## src/rtl/core/lki_pkg.sv

```systemverilog
`timescale 1ns / 1ps
`default_nettype none

package lki_pkg;

    // Table size and the widths that follow from it.
    localparam int MAX_KEYS = 16;
    localparam int IDX_W    = $clog2(MAX_KEYS);
    localparam int KCNT_W   = $clog2(MAX_KEYS + 1);

    // Fixed field widths.
    localparam int TIME_W   = 20;
    localparam int OFF_W    = 16;
    localparam int SLOT_W   = 4;
    localparam int QTIME_W  = 32;
    localparam int KCFG_W   = 5;
    localparam int SEG_W    = 4;
    localparam int OUTC_W   = 2;
    localparam int CFG_IDX_W  = 2;
    localparam int CFG_DATA_W = 16;

    // Shared restoring divider: numerator, divisor, product and quotient widths.
    localparam int DIV_W   = 36;
    localparam int DVS_W   = TIME_W;
    localparam int CNT_W   = $clog2(DIV_W);
    localparam int PROD_W  = TIME_W + OFF_W + 2;
    localparam int QUO_W   = OFF_W + 1;

    // Item modes.
    localparam logic MODE_LOAD  = 1'b0;
    localparam logic MODE_QUERY = 1'b1;

    // Result outcome codes.
    localparam logic [OUTC_W-1:0] OUTC_IN_SEG     = 2'd0;
    localparam logic [OUTC_W-1:0] OUTC_EMPTY      = 2'd1;
    localparam logic [OUTC_W-1:0] OUTC_ZERO_CYCLE = 2'd2;
    localparam logic [OUTC_W-1:0] OUTC_NO_MATCH   = 2'd3;

    // Configuration register indexes.
    localparam logic [CFG_IDX_W-1:0] CFG_KEY_COUNT = 2'd0;
    localparam logic [CFG_IDX_W-1:0] CFG_BASE_X    = 2'd1;
    localparam logic [CFG_IDX_W-1:0] CFG_BASE_Y    = 2'd2;

    typedef struct packed {
        logic                     mode;
        logic [SLOT_W-1:0]        key_slot;
        logic [TIME_W-1:0]        key_time;
        logic signed [OFF_W-1:0]  key_dx;
        logic signed [OFF_W-1:0]  key_dy;
        logic [QTIME_W-1:0]       query_time;
    } t_in_item;

    typedef struct packed {
        logic signed [OFF_W-1:0]  pos_x;
        logic signed [OFF_W-1:0]  pos_y;
        logic [SEG_W-1:0]         segment;
        logic [OUTC_W-1:0]        outcome;
    } t_out_item;

    typedef struct packed {
        logic [TIME_W-1:0]        ktime;
        logic signed [OFF_W-1:0]  dx;
        logic signed [OFF_W-1:0]  dy;
    } t_key;

endpackage

`default_nettype wire

```

## src/rtl/core/looping_keyframe_interpolator.sv

```systemverilog
// Channel  Direction  Handshake                   Payload
// in       slave      i_in_valid / o_in_ready     i_in_data  (load or query item)
// out      master     o_out_valid / i_out_ready   o_out_data (one result per query)
// cfg      slave      i_cfg_valid / o_cfg_ready   i_cfg_index, i_cfg_data
//
// A query runs the 36-step shared divider, used once for the time wrap and once per
// axis, and searches the key table for its segment.
// Reset is synchronous and active low; it clears the sequencer, the output valid
// and the configuration registers. The key table is not cleared.
// While the output register is still full the finished result waits in place and
// no new item is taken; the config port is always ready.
`timescale 1ns / 1ps
`default_nettype none

module looping_keyframe_interpolator (
    input  wire                          i_clk,
    input  wire                          i_rst_n,
    input  wire                          i_in_valid,
    output logic                         o_in_ready,
    input  lki_pkg::t_in_item            i_in_data,
    output logic                         o_out_valid,
    input  wire                          i_out_ready,
    output lki_pkg::t_out_item           o_out_data,
    input  wire                          i_cfg_valid,
    output logic                         o_cfg_ready,
    input  wire [lki_pkg::CFG_IDX_W-1:0] i_cfg_index,
    input  wire [lki_pkg::CFG_DATA_W-1:0] i_cfg_data
);
    import lki_pkg::*;

    typedef enum logic [3:0] {
        S_IDLE, S_CYC_RD, S_CYC, S_MOD, S_T0_RD, S_T0, S_SCAN, S_SCAN_RD,
        S_KEY_RD, S_KEY, S_MUL, S_LOAD, S_DIV, S_ACC, S_FINISH
    } t_state;

    t_state                   r_state;
    logic [KCFG_W-1:0]        r_key_count;
    logic signed [OFF_W-1:0]  r_base_x;
    logic signed [OFF_W-1:0]  r_base_y;

    t_key                     r_mem [MAX_KEYS];
    t_key                     r_rd;
    logic [IDX_W-1:0]         r_raddr;

    logic [KCNT_W-1:0]        r_n;
    logic [IDX_W-1:0]         r_idx;
    logic [TIME_W-1:0]        r_s;
    t_key                     r_prev;
    t_key                     r_cur;
    logic [TIME_W-1:0]        r_d;
    logic                     r_axis;
    logic signed [PROD_W-1:0] r_prod;
    logic                     r_neg;
    logic [DIV_W-1:0]         r_num;
    logic [DVS_W-1:0]         r_rem;
    logic [DVS_W-1:0]         r_dvs;
    logic [CNT_W-1:0]         r_cnt;
    logic signed [OFF_W-1:0]  r_ox;
    logic signed [OFF_W-1:0]  r_oy;
    logic [IDX_W-1:0]         r_seg;
    logic [OUTC_W-1:0]        r_outcome;
    logic                     r_out_valid;
    t_out_item                r_out;

    logic                     w_in_acc;
    logic [KCNT_W-1:0]        w_n;
    logic [DVS_W:0]           w_trial;
    logic [DVS_W:0]           w_diffr;
    logic                     w_ge;
    logic [DVS_W-1:0]         n_rem;
    logic [DIV_W-1:0]         n_num;
    logic                     w_hit;
    logic [TIME_W-1:0]        w_dt;
    logic [KCNT_W:0]          w_idx2;
    logic                     w_last;
    logic signed [OFF_W-1:0]  w_a;
    logic signed [OFF_W-1:0]  w_b;
    logic signed [OFF_W:0]    w_diff;
    logic signed [PROD_W-1:0] w_prod;
    logic [PROD_W-1:0]        w_mag;
    logic [QUO_W:0]           w_q;
    logic signed [QUO_W:0]    w_off;
    logic                     w_out_free;

    function automatic logic signed [OFF_W-1:0] sat_add(
        input logic signed [OFF_W-1:0] a,
        input logic signed [OFF_W-1:0] b
    );
        logic signed [OFF_W:0] sum;
        sum = {a[OFF_W-1], a} + {b[OFF_W-1], b};
        if (sum[OFF_W] != sum[OFF_W-1]) begin
            sat_add = sum[OFF_W] ? {1'b1, {(OFF_W-1){1'b0}}} : {1'b0, {(OFF_W-1){1'b1}}};
        end else begin
            sat_add = sum[OFF_W-1:0];
        end
    endfunction

    assign o_in_ready  = (r_state == S_IDLE);
    assign o_cfg_ready = 1'b1;
    assign o_out_valid = r_out_valid;
    assign o_out_data  = r_out;
    assign w_in_acc    = i_in_valid && o_in_ready;
    assign w_out_free  = !r_out_valid || i_out_ready;

    assign w_n = (32'(r_key_count) > MAX_KEYS) ? KCNT_W'(MAX_KEYS) : KCNT_W'(r_key_count);

    // One restoring division step: a bit of quotient per cycle.
    assign w_trial = {r_rem, r_num[DIV_W-1]};
    assign w_ge    = (w_trial >= {1'b0, r_dvs});
    assign w_diffr = w_trial - {1'b0, r_dvs};
    assign n_rem   = w_ge ? w_diffr[DVS_W-1:0] : w_trial[DVS_W-1:0];
    assign n_num   = {r_num[DIV_W-2:0], w_ge};

    // Segment search compares the wrapped time against keys idx and idx + 1.
    assign w_hit  = (r_s >= r_prev.ktime) && (r_s <= r_rd.ktime);
    assign w_dt   = r_rd.ktime - r_prev.ktime;
    assign w_idx2 = (KCNT_W + 1)'(r_idx) + (KCNT_W + 1)'(2);
    assign w_last = (w_idx2 == (KCNT_W + 1)'(r_n));

    assign w_a    = r_axis ? r_prev.dy : r_prev.dx;
    assign w_b    = r_axis ? r_cur.dy : r_cur.dx;
    assign w_diff = {w_b[OFF_W-1], w_b} - {w_a[OFF_W-1], w_a};
    assign w_prod = $signed({1'b0, r_d}) * w_diff;
    assign w_mag  = r_prod[PROD_W-1] ? PROD_W'(-r_prod) : PROD_W'(r_prod);

    // The quotient never exceeds the endpoint difference, so QUO_W bits hold it.
    assign w_q   = {1'b0, r_num[QUO_W-1:0]};
    assign w_off = {{2{w_a[OFF_W-1]}}, w_a} + (r_neg ? -w_q : w_q);

    always_ff @(posedge i_clk) begin
        if (!i_rst_n) begin
            r_key_count <= '0;
            r_base_x    <= '0;
            r_base_y    <= '0;
        end else if (i_cfg_valid && o_cfg_ready) begin
            unique case (i_cfg_index)
                CFG_KEY_COUNT: r_key_count <= i_cfg_data[KCFG_W-1:0];
                CFG_BASE_X:    r_base_x    <= i_cfg_data;
                CFG_BASE_Y:    r_base_y    <= i_cfg_data;
                default: ;
            endcase
        end
    end

    always_ff @(posedge i_clk) begin
        if (w_in_acc && (i_in_data.mode == MODE_LOAD) &&
                (32'(i_in_data.key_slot) < MAX_KEYS)) begin
            r_mem[IDX_W'(i_in_data.key_slot)] <= '{ktime: i_in_data.key_time,
                                                  dx: i_in_data.key_dx,
                                                  dy: i_in_data.key_dy};
        end
        r_rd <= r_mem[r_raddr];
    end

    always_ff @(posedge i_clk) begin
        if (!i_rst_n) begin
            r_state     <= S_IDLE;
            r_out_valid <= 1'b0;
        end else begin
            // A finishing query reloads the output register itself.
            if (r_out_valid && i_out_ready && (r_state != S_FINISH)) begin
                r_out_valid <= 1'b0;
            end
            unique case (r_state)
                S_IDLE: begin
                    if (w_in_acc && (i_in_data.mode == MODE_QUERY)) begin
                        r_num <= DIV_W'(i_in_data.query_time);
                        r_n   <= w_n;
                        if (w_n == '0) begin
                            r_ox      <= '0;
                            r_oy      <= '0;
                            r_seg     <= '0;
                            r_outcome <= OUTC_EMPTY;
                            r_state   <= S_FINISH;
                        end else begin
                            r_raddr <= IDX_W'(w_n - KCNT_W'(1));
                            r_state <= S_CYC_RD;
                        end
                    end
                end
                S_CYC_RD: r_state <= S_CYC;
                S_CYC: begin
                    r_seg <= '0;
                    if (r_rd.ktime == '0) begin
                        r_outcome <= OUTC_ZERO_CYCLE;
                        r_raddr   <= '0;
                        r_state   <= S_KEY_RD;
                    end else begin
                        r_dvs   <= r_rd.ktime;
                        r_rem   <= '0;
                        r_cnt   <= CNT_W'(DIV_W - 1);
                        r_state <= S_MOD;
                    end
                end
                S_MOD: begin
                    r_rem <= n_rem;
                    r_num <= n_num;
                    r_cnt <= r_cnt - CNT_W'(1);
                    if (r_cnt == '0) begin
                        r_raddr <= '0;
                        r_state <= S_T0_RD;
                    end
                end
                S_T0_RD: begin
                    r_s     <= r_rem;
                    r_raddr <= IDX_W'(1);
                    r_state <= S_T0;
                end
                S_T0: begin
                    r_prev <= r_rd;
                    r_idx  <= '0;
                    if (r_n == KCNT_W'(1)) begin
                        r_outcome <= OUTC_NO_MATCH;
                        r_raddr   <= '0;
                        r_state   <= S_KEY_RD;
                    end else begin
                        r_state <= S_SCAN;
                    end
                end
                S_SCAN: begin
                    if (w_hit) begin
                        r_seg     <= r_idx;
                        r_outcome <= OUTC_IN_SEG;
                        if (w_dt == '0) begin
                            r_ox    <= r_prev.dx;
                            r_oy    <= r_prev.dy;
                            r_state <= S_FINISH;
                        end else begin
                            r_cur   <= r_rd;
                            r_d     <= r_s - r_prev.ktime;
                            r_dvs   <= w_dt;
                            r_axis  <= 1'b0;
                            r_state <= S_MUL;
                        end
                    end else if (w_last) begin
                        r_seg     <= '0;
                        r_outcome <= OUTC_NO_MATCH;
                        r_raddr   <= IDX_W'(r_n - KCNT_W'(1));
                        r_state   <= S_KEY_RD;
                    end else begin
                        r_prev  <= r_rd;
                        r_idx   <= r_idx + IDX_W'(1);
                        r_raddr <= IDX_W'(w_idx2);
                        r_state <= S_SCAN_RD;
                    end
                end
                S_SCAN_RD: r_state <= S_SCAN;
                S_KEY_RD:  r_state <= S_KEY;
                S_KEY: begin
                    r_ox    <= r_rd.dx;
                    r_oy    <= r_rd.dy;
                    r_state <= S_FINISH;
                end
                S_MUL: begin
                    r_prod  <= w_prod;
                    r_state <= S_LOAD;
                end
                S_LOAD: begin
                    r_neg   <= r_prod[PROD_W-1];
                    r_num   <= w_mag[DIV_W-1:0];
                    r_rem   <= '0;
                    r_cnt   <= CNT_W'(DIV_W - 1);
                    r_state <= S_DIV;
                end
                S_DIV: begin
                    r_rem <= n_rem;
                    r_num <= n_num;
                    r_cnt <= r_cnt - CNT_W'(1);
                    if (r_cnt == '0) begin
                        r_state <= S_ACC;
                    end
                end
                S_ACC: begin
                    if (!r_axis) begin
                        r_ox    <= w_off[OFF_W-1:0];
                        r_axis  <= 1'b1;
                        r_state <= S_MUL;
                    end else begin
                        r_oy    <= w_off[OFF_W-1:0];
                        r_state <= S_FINISH;
                    end
                end
                S_FINISH: begin
                    if (w_out_free) begin
                        r_out.pos_x   <= sat_add(r_base_x, r_ox);
                        r_out.pos_y   <= sat_add(r_base_y, r_oy);
                        r_out.segment <= SEG_W'(r_seg);
                        r_out.outcome <= r_outcome;
                        r_out_valid   <= 1'b1;
                        r_state       <= S_IDLE;
                    end
                end
                default: r_state <= S_IDLE;
            endcase
        end
    end

`ifndef SYNTH
    // The partial remainder stays below the divisor during every division.
    a_rem_below_divisor: assert property (@(posedge i_clk) disable iff (!i_rst_n)
        (r_state == S_MOD || r_state == S_DIV) |-> (r_rem < r_dvs))
        else $error("divider remainder not below divisor");

    // The search never compares past the last valid key.
    a_scan_in_range: assert property (@(posedge i_clk) disable iff (!i_rst_n)
        (r_state == S_SCAN) |-> (w_idx2 <= (KCNT_W + 1)'(r_n)))
        else $error("segment search beyond key count");

    // An interpolation quotient fits in QUO_W bits.
    a_quotient_fits: assert property (@(posedge i_clk) disable iff (!i_rst_n)
        (r_state == S_ACC) |-> (r_num[DIV_W-1:QUO_W] == '0))
        else $error("interpolation quotient too wide");

    // A finished result with a free output register is shown in the next cycle.
    a_finish_delivers: assert property (@(posedge i_clk) disable iff (!i_rst_n)
        (r_state == S_FINISH && w_out_free) |=> (o_out_valid && r_state == S_IDLE))
        else $error("finished result not delivered");
`endif

endmodule

`default_nettype wire
```

## config.mk

```make
export PLATFORM = sky130hd
export DESIGN_NAME = looping_keyframe_interpolator
export DESIGN_NICKNAME = d
export VERILOG_FILES = /design/src/rtl/core/lki_pkg.sv /design/src/rtl/core/looping_keyframe_interpolator.sv
export SDC_FILE = /design/constraint.sdc
export NUM_CORES = 2
export LEC_CHECK = 0
export BUFFER_PORTS_ARGS = -buffer_cell sky130_fd_sc_hd__buf_2
export CORE_MARGIN = 8
export CORE_UTILIZATION = 52
export CTS_BUF_LIST = sky130_fd_sc_hd__clkbuf_16
export CTS_CLUSTER_SIZE = 12
export DETAILED_ROUTE_END_ITERATION = 12
export PLACE_DENSITY = 0.71
export SLEW_MARGIN = 5
export SYNTH_ARGS = -nofsm -noshare
export SYNTH_HDL_FRONTEND = slang
export SYNTH_SLANG_ARGS = --single-unit
```

## constraint.sdc

```tcl
create_clock -name i_clk -period 9.3 [get_ports i_clk]
set_input_delay 1.86 -clock i_clk [delete_from_list [all_inputs] [get_ports i_clk]]
set_output_delay 1.86 -clock i_clk [all_outputs]
set_load 0.02 [all_outputs]
```

# Word level (Yosys, flattened, before mapping)
# Memory sizes are Yosys's and may differ from the RTL's. A register that Yosys moved wholly into a read port is not among the register bits.
# Index checks and enable logic that the tools add are counted.
# Widths: inputs -> output; s select.
op_classes:
  muxes: 76
  n_div: 0
  shifts: 0
  n_mul: 1
  addsub: 14
  reduce_logical: 44
  bitwise: 2
  magnitude_cmp: 4
  eq_ne: 38
op_table:
  columns: ["cell", "count"]
  rows:
  - ["$mux 16", 15]
  - ["$pmux 16 s4", 2]
  - ["$pmux 36 s3", 1]
  - ["$mux 52", 2]
  - ["$pmux 52 s2", 1]
  - ["$mux 20", 5]
  - ["$mux 4", 22]
  - ["$mux 36", 2]
  - ["$pmux 20 s3", 1]
  - ["$pmux 4 s15", 1]
  - ["$sub 20x20->20", 3]
  - ["$logic_not 20->1", 2]
  - ["$pmux 20 s2", 1]
  - ["$mul 21x17->38", 1]
  - ["$neg 36->36", 1]
  - ["$add 16x16->17", 2]
  - ["$eq 4x4->1 const B", 7]
  - ["$ne 2x2->1 const B", 14]
  - ["$pmux 4 s6", 1]
  - ["$ge 21x20->1", 1]
  - ["$reduce_and 7->1", 3]
  - ["$ge 20x20->1", 1]
  - ["$le 20x20->1", 1]
  - ["$pmux 6 s3", 1]
  - ["46 further kinds", 88]
word_totals:
  mem_count: 1
  rom_bits: 0
  word_cells: 210
  output_inout_bits: 41
  register_bits: 377
  ramBits: 832
  in_bits: 112
  latchBits: 0
memory_table:
  columns: ["name", "words", "width", "read_ports", "rd_ports_with_merged_regs", "wr", "line_no", "rtl"]
  rows:
  - ["r_mem", 16, 52, 1, 1, 1, "looping_keyframe_interpolator.sv:41", "t_key r_mem [MAX_KEYS];"]

# Longest topological paths before layout
logic_depth:
  word_depth: 6
  depth_mapped: 38
  depth_no_buf: 35

# Worst setup path after synthesis
# OpenSTA, ideal clock, no wires.
synth_timing:
  path_type: "reg-to-reg"
  from: "register r_axis"
  to: "register r_prod[32], data pin"
  synth_period_minus_slack_ns: 9.132
  stages_incl_launch_ff: 36
  setup_ns: 0.261
  slack_ns: 0.168
  required_ns: 9.039
  t_arrival_ns: 8.871
  path_cell_list: "edfxtp_1 > clkbuf_1 > clkbuf_1 > mux2_2 > ha_1 > fa_1 > nor2b_1 > o21ai_0 > a21boi_0 > o21ai_1 > a21oi_1 > o2111ai_1 > nand3b_1 > a21oi_1 > xnor2_1 > clkbuf_1 > nand2_1 > fa_1 > inv_1 > fa_1 > fa_1 > fa_1 > fa_1 > inv_1 > fa_1 > inv_1 > ha_1 > and4_1 > nand3_1 > or2_2 > o31a_1 > a21boi_1 > o2111ai_1 > a311oi_1 > a31oi_1 > o311a_1"
synth_via:
  elab_chain_len: 3
  elab_cells_between_ends: 4
  classes_between: "1 x add/sub; 1 x mul; 2 x mux"
synth_lines:
  columns: ["element", "line_no", "rtl"]
  rows:
  - ["from (decl)", "looping_keyframe_interpolator.sv:51", "logic r_axis;"]
  - ["from (signal assigned)", "looping_keyframe_interpolator.sv:232", "r_axis <= 1'b0;"]
  - ["from (signal assigned)", "looping_keyframe_interpolator.sv:276", "r_axis <= 1'b1;"]
  - ["$mux 16, on equally long branches", "looping_keyframe_interpolator.sv:121, looping_keyframe_interpolator.sv:120", null]
  - ["$sub 16x16->17 *", "looping_keyframe_interpolator.sv:122", "assign w_diff = {w_b[OFF_W-1], w_b} - {w_a[OFF_W-1], w_a};"]
  - ["$mul 21x17->38 *", "looping_keyframe_interpolator.sv:123", "assign w_prod = $signed({1'b0, r_d}) * w_diff;"]
  - ["via w_prod[32]", "looping_keyframe_interpolator.sv:79", "logic signed [PROD_W-1:0] w_prod;"]
  - ["to (signal assigned)", "looping_keyframe_interpolator.sv:255", "r_prod <= w_prod;"]
  - ["to (decl)", "looping_keyframe_interpolator.sv:52", "logic signed [PROD_W-1:0] r_prod;"]
# Mark *: on every way through the listed nets, which the timed path passes. The rest lies on a longest branch.
# A chain may end at the register's enable or synchronous reset.

# Final worst setup path
# Same ends and word-level chain as after synthesis.

==> impl_results.md <==
- Status: completed
- Crit path launch type: register
- Num rows: 130
- Int Pwr: between 15 and 20 mW
- Leak pwr: 27.6 nW
- H-tree depth: 4
- Slowest cell on the critical path: fa_1
- DIE AREA: 138000 sq um
- Remaining DRCs: 0
- Compound-Gate Fraction of Synth Area: 6.15%
- Ys async rst share: 0%
- Buffers from clock root to sink, at most: 3
- Final Hold Slack: 0.417 ns
- Critical path data required time: 9.77 ns
- CTS clk-pin slew, worst paths: about 0.060 ns
- Count leader, synth: edfxtp_1
- Nets: 5508
- Net Sw Power: roughly 10 mW
- Root Buffer: clkbuf_16
- Synth Net Count: roughly 5300
- Post-synth cell types: 91
- Worst Path Max Fanout: 22
- Comb power frac: approximately 52%
- Final worst path period need: roughly 9 ns
- CTS sink cnt: between 1000 and 1500
- Global route overflow: 0
- Via/cell ratio: 5.90
- Final Util: 58.1%
- Post-route ant nets: 0
- Post-DP HPWL: 99500 um
- Critical Path AT: 9.48 ns
- Via Count: 38900
- Met3 Usage GRT: 4.83%
- Worst ir drop on vdd: ~730 uV
- Final non-filler cell total: ~6600
- Post-synth EDFFs: 1166
- Post-synthesis simple-gate area fraction: under 10%
- Hold WC Path Type: register to register
- Flop pwr share: 29.2%
- Hold_buf cts: 0
- Post-synth top flop: edfxtp_1
- Area share of the largest cell type after synthesis: 53.3%
- WHS Path Cells: 0
- Max Clock Freq: 0.111 GHz
- Pins Over Slew Limit: 0
- Largest area contributor in the synthesized netlist: edfxtp_1
- Main combinational cell family by area after synthesis: adder cells
- Tcrit/Tclk final: between 90 and 100%
- M1 GR Usage: between 30% and 40%
- Post-Synth Adder-Cell Area: ~14%
- Final RePlAce weighted congestion: 0.901
- Clk Latency, worst-skew pair: roughly 0.77 ns
- Total track usage: 22.5%
- Worst r2r path cells: 33
- Cell total after placement: 6337
- Placed instance area: 68500 sq um
- Layout cell share with drive strength beyond 1: between 10% and 20%
- Setup-failing EPs final: 0
- Syn avg cell area: 14.1 sq um
- Clock Skews: 0.0457 ns
- # IOs: 153
- Pin count of the biggest net entering global routing: 157
- Drt total wl: ~160000 um
- Core Area: 126000 sq um
- Clock network power share: between 10% and 20%
- CP endpoint kind: register
- Post-synth top cells: edfxtp_1, inv_1, nand2_1, ha_1, fa_1
- First-pass GRT wire length: 238000 um
- Initial antenna violation count: 25
- Die height: around 370 um
- Vias in the first global route: 39700
- Cell Area, Synth: around 66000 sq um
- WL/cell: 23.6 um
- M2 GR Usage: 37.3%
- Port buffer count: ~150
- Critical path class: register to register
- Post-route cell area: 72900 sq um
- Synth warnings: 0
- Area contributors post-synth: edfxtp_1, mux4_2, fa_1
- Multiplexer area fraction after synthesis: 9.89%
- Register area share after synthesis: 56.2%
- Initial Utilization: a little over half
- Pwr Total: around 26 mW
- Fin. Hold Viols: 0
- Filler instances: ~9600
- Grt peak-use layer: met2
- Die width: 371 um
- Rel. slew slack: 21.9%
- Area grow syn2layout: 11.0%
- Gate Count Post-Synth: 4651
- Cell area power density: 360 nW/um^2
- Most common cell on crit path: fa_1
- FF+latch count, synth: 1260
- Tightest Pin Transition: 1.17 ns
- Max_cap viols: 0
- CTS tree: done
- Clock buffer count from CTS: 134
- 1st-pass router iterations: 7
- Sw frac: about two fifths
- Iter 0 DRT Violations: ~3800
- Synth Area in XOR/XNOR: between 2 and 2.5%
- Largest stage delay on the critical path: 0.56 ns
## registers in the layout, indices dropped and copies added, names as in the netlist, 5 cells and up
name         flops
r_base_y        16
r_n              5
r_dvs           20
r_d             20
r_cnt            6
r_rd            52
r_num           36
r_cur           32
r_key_count      5
o_out_data      38
r_prev          52
r_base_x        16
r_s             20
r_prod          37
r_mem          832
r_oy            16
r_rem           20
r_ox            16
## cell families after synthesis
kind of cell	Yosys count
adders and majority gates	562
DFF	1260
AOI/OAI and AO/OA	624
buffers and inverters	673
muxes	322
xor gates and xnor gates	172
other	1
and+or+nand+nor	1037
## path summary, 6_finish.rpt
path / startpoint / slack [ns] / endpoint
hold reg to reg: r_outcome[1]$_DFFE_PP_ / 0.42 / o_out_data[1]$_DFFE_PP_
setup reg to reg: r_axis$_DFFE_PP_ / 0.29 / r_prod[32]$_DFFE_PP_
setup / recovery: r_axis$_DFFE_PP_ / 0.29 / r_prod[32]$_DFFE_PP_
hold / removal: r_outcome[1]$_DFFE_PP_ / 0.42 / o_out_data[1]$_DFFE_PP_
## worst max-delay path: cells and delay by family (launching register included)
kind                       cells  cell delay [ns]
xor gates and xnor gates       1             0.18
adders and majority gates      8             3.66
DFF                            1             0.40
muxes                          1             0.36
buffers and inverters          7             0.87
and+or+nand+nor                5             0.86
AOI/OAI and AO/OA             11             2.37
## layout by cell type (no fill, tap or decap), types with 11 or more instances in the layout
cell type  count
a211oi_1      22
a21o_1        53
a21oi_1      153
a221o_1       13
a22oi_1       48
and2_1        88
and3_1        18
and3b_1       12
buf_2        153
buf_4         72
clkbuf_16    136
clkinv_1      17
dfxtp_1       94
edfxtp_1    1166
fa_1         276
ha_1         284
inv_1        534
mux2_2        17
mux2i_1       43
mux4_2       260
nand2_1      402
nand2b_1      40
nand3_1       36
nand3b_1      20
nand4_1       22
nor2_1       163
nor2_4        14
nor2b_1       68
nor3_1        43
nor4_1        18
o21a_1        21
o21ai_0      122
o21ai_1       29
o21bai_1      14
o31ai_1       29
o41ai_1       11
or2_2         26
or3_1         18
xnor2_1       95
xor2_1        73
## routing by layer
layer  up-vias  wire length, um
li1      17300                -
met1     19600            63500
met2      1622            75000
met3       299            13200
met4        18             3910
met5         -              126
## power by group through the flow
stage	logic, mW	registers, mW	clock network (mW)
after global placement	12.7	7.77	0
final	13.7	7.67	4.94
after CTS	13.2	7.66	5.03
after floorplan	9.89	7.57	0
after global routing	15.3	7.70	5.24
after detailed placement	13.0	7.78	0
## cell type report
class	instances	area [sq um]	area share, %
Inverter	485	1820	2.50
Timing Repair Buffer	236	1470	2.02
Sequential cell	1260	36900	50.6
Clock buffer	136	3400	4.67
Multi-Input combinational cell	2718	26600	36.4
Clock inverter	91	659	0.904
Antenna cell	7	17.5	0.0240
Tap cell	1650	2060	2.83
## repair_timing
| item | CTS | global route |
|---|---|---|
| cloned | 0 | 2 |
| endpoints found under the setup margin | 4 | 10 |
| resized for setup | 5 | 33 |
| pin swaps | 0 | 10 |
| setup buffers | 0 | 10 |
## per-stage QoR
stage               setup WS (ns)  TNS [ns]
floorplan                   0.168         0
global placement           0.0765         0
detailed placement         -0.142    -0.350
CTS                        0.0222         0
global route               -0.105    -0.349
finish                      0.293         0
Note: power is estimated with default switching activity, not from simulation.
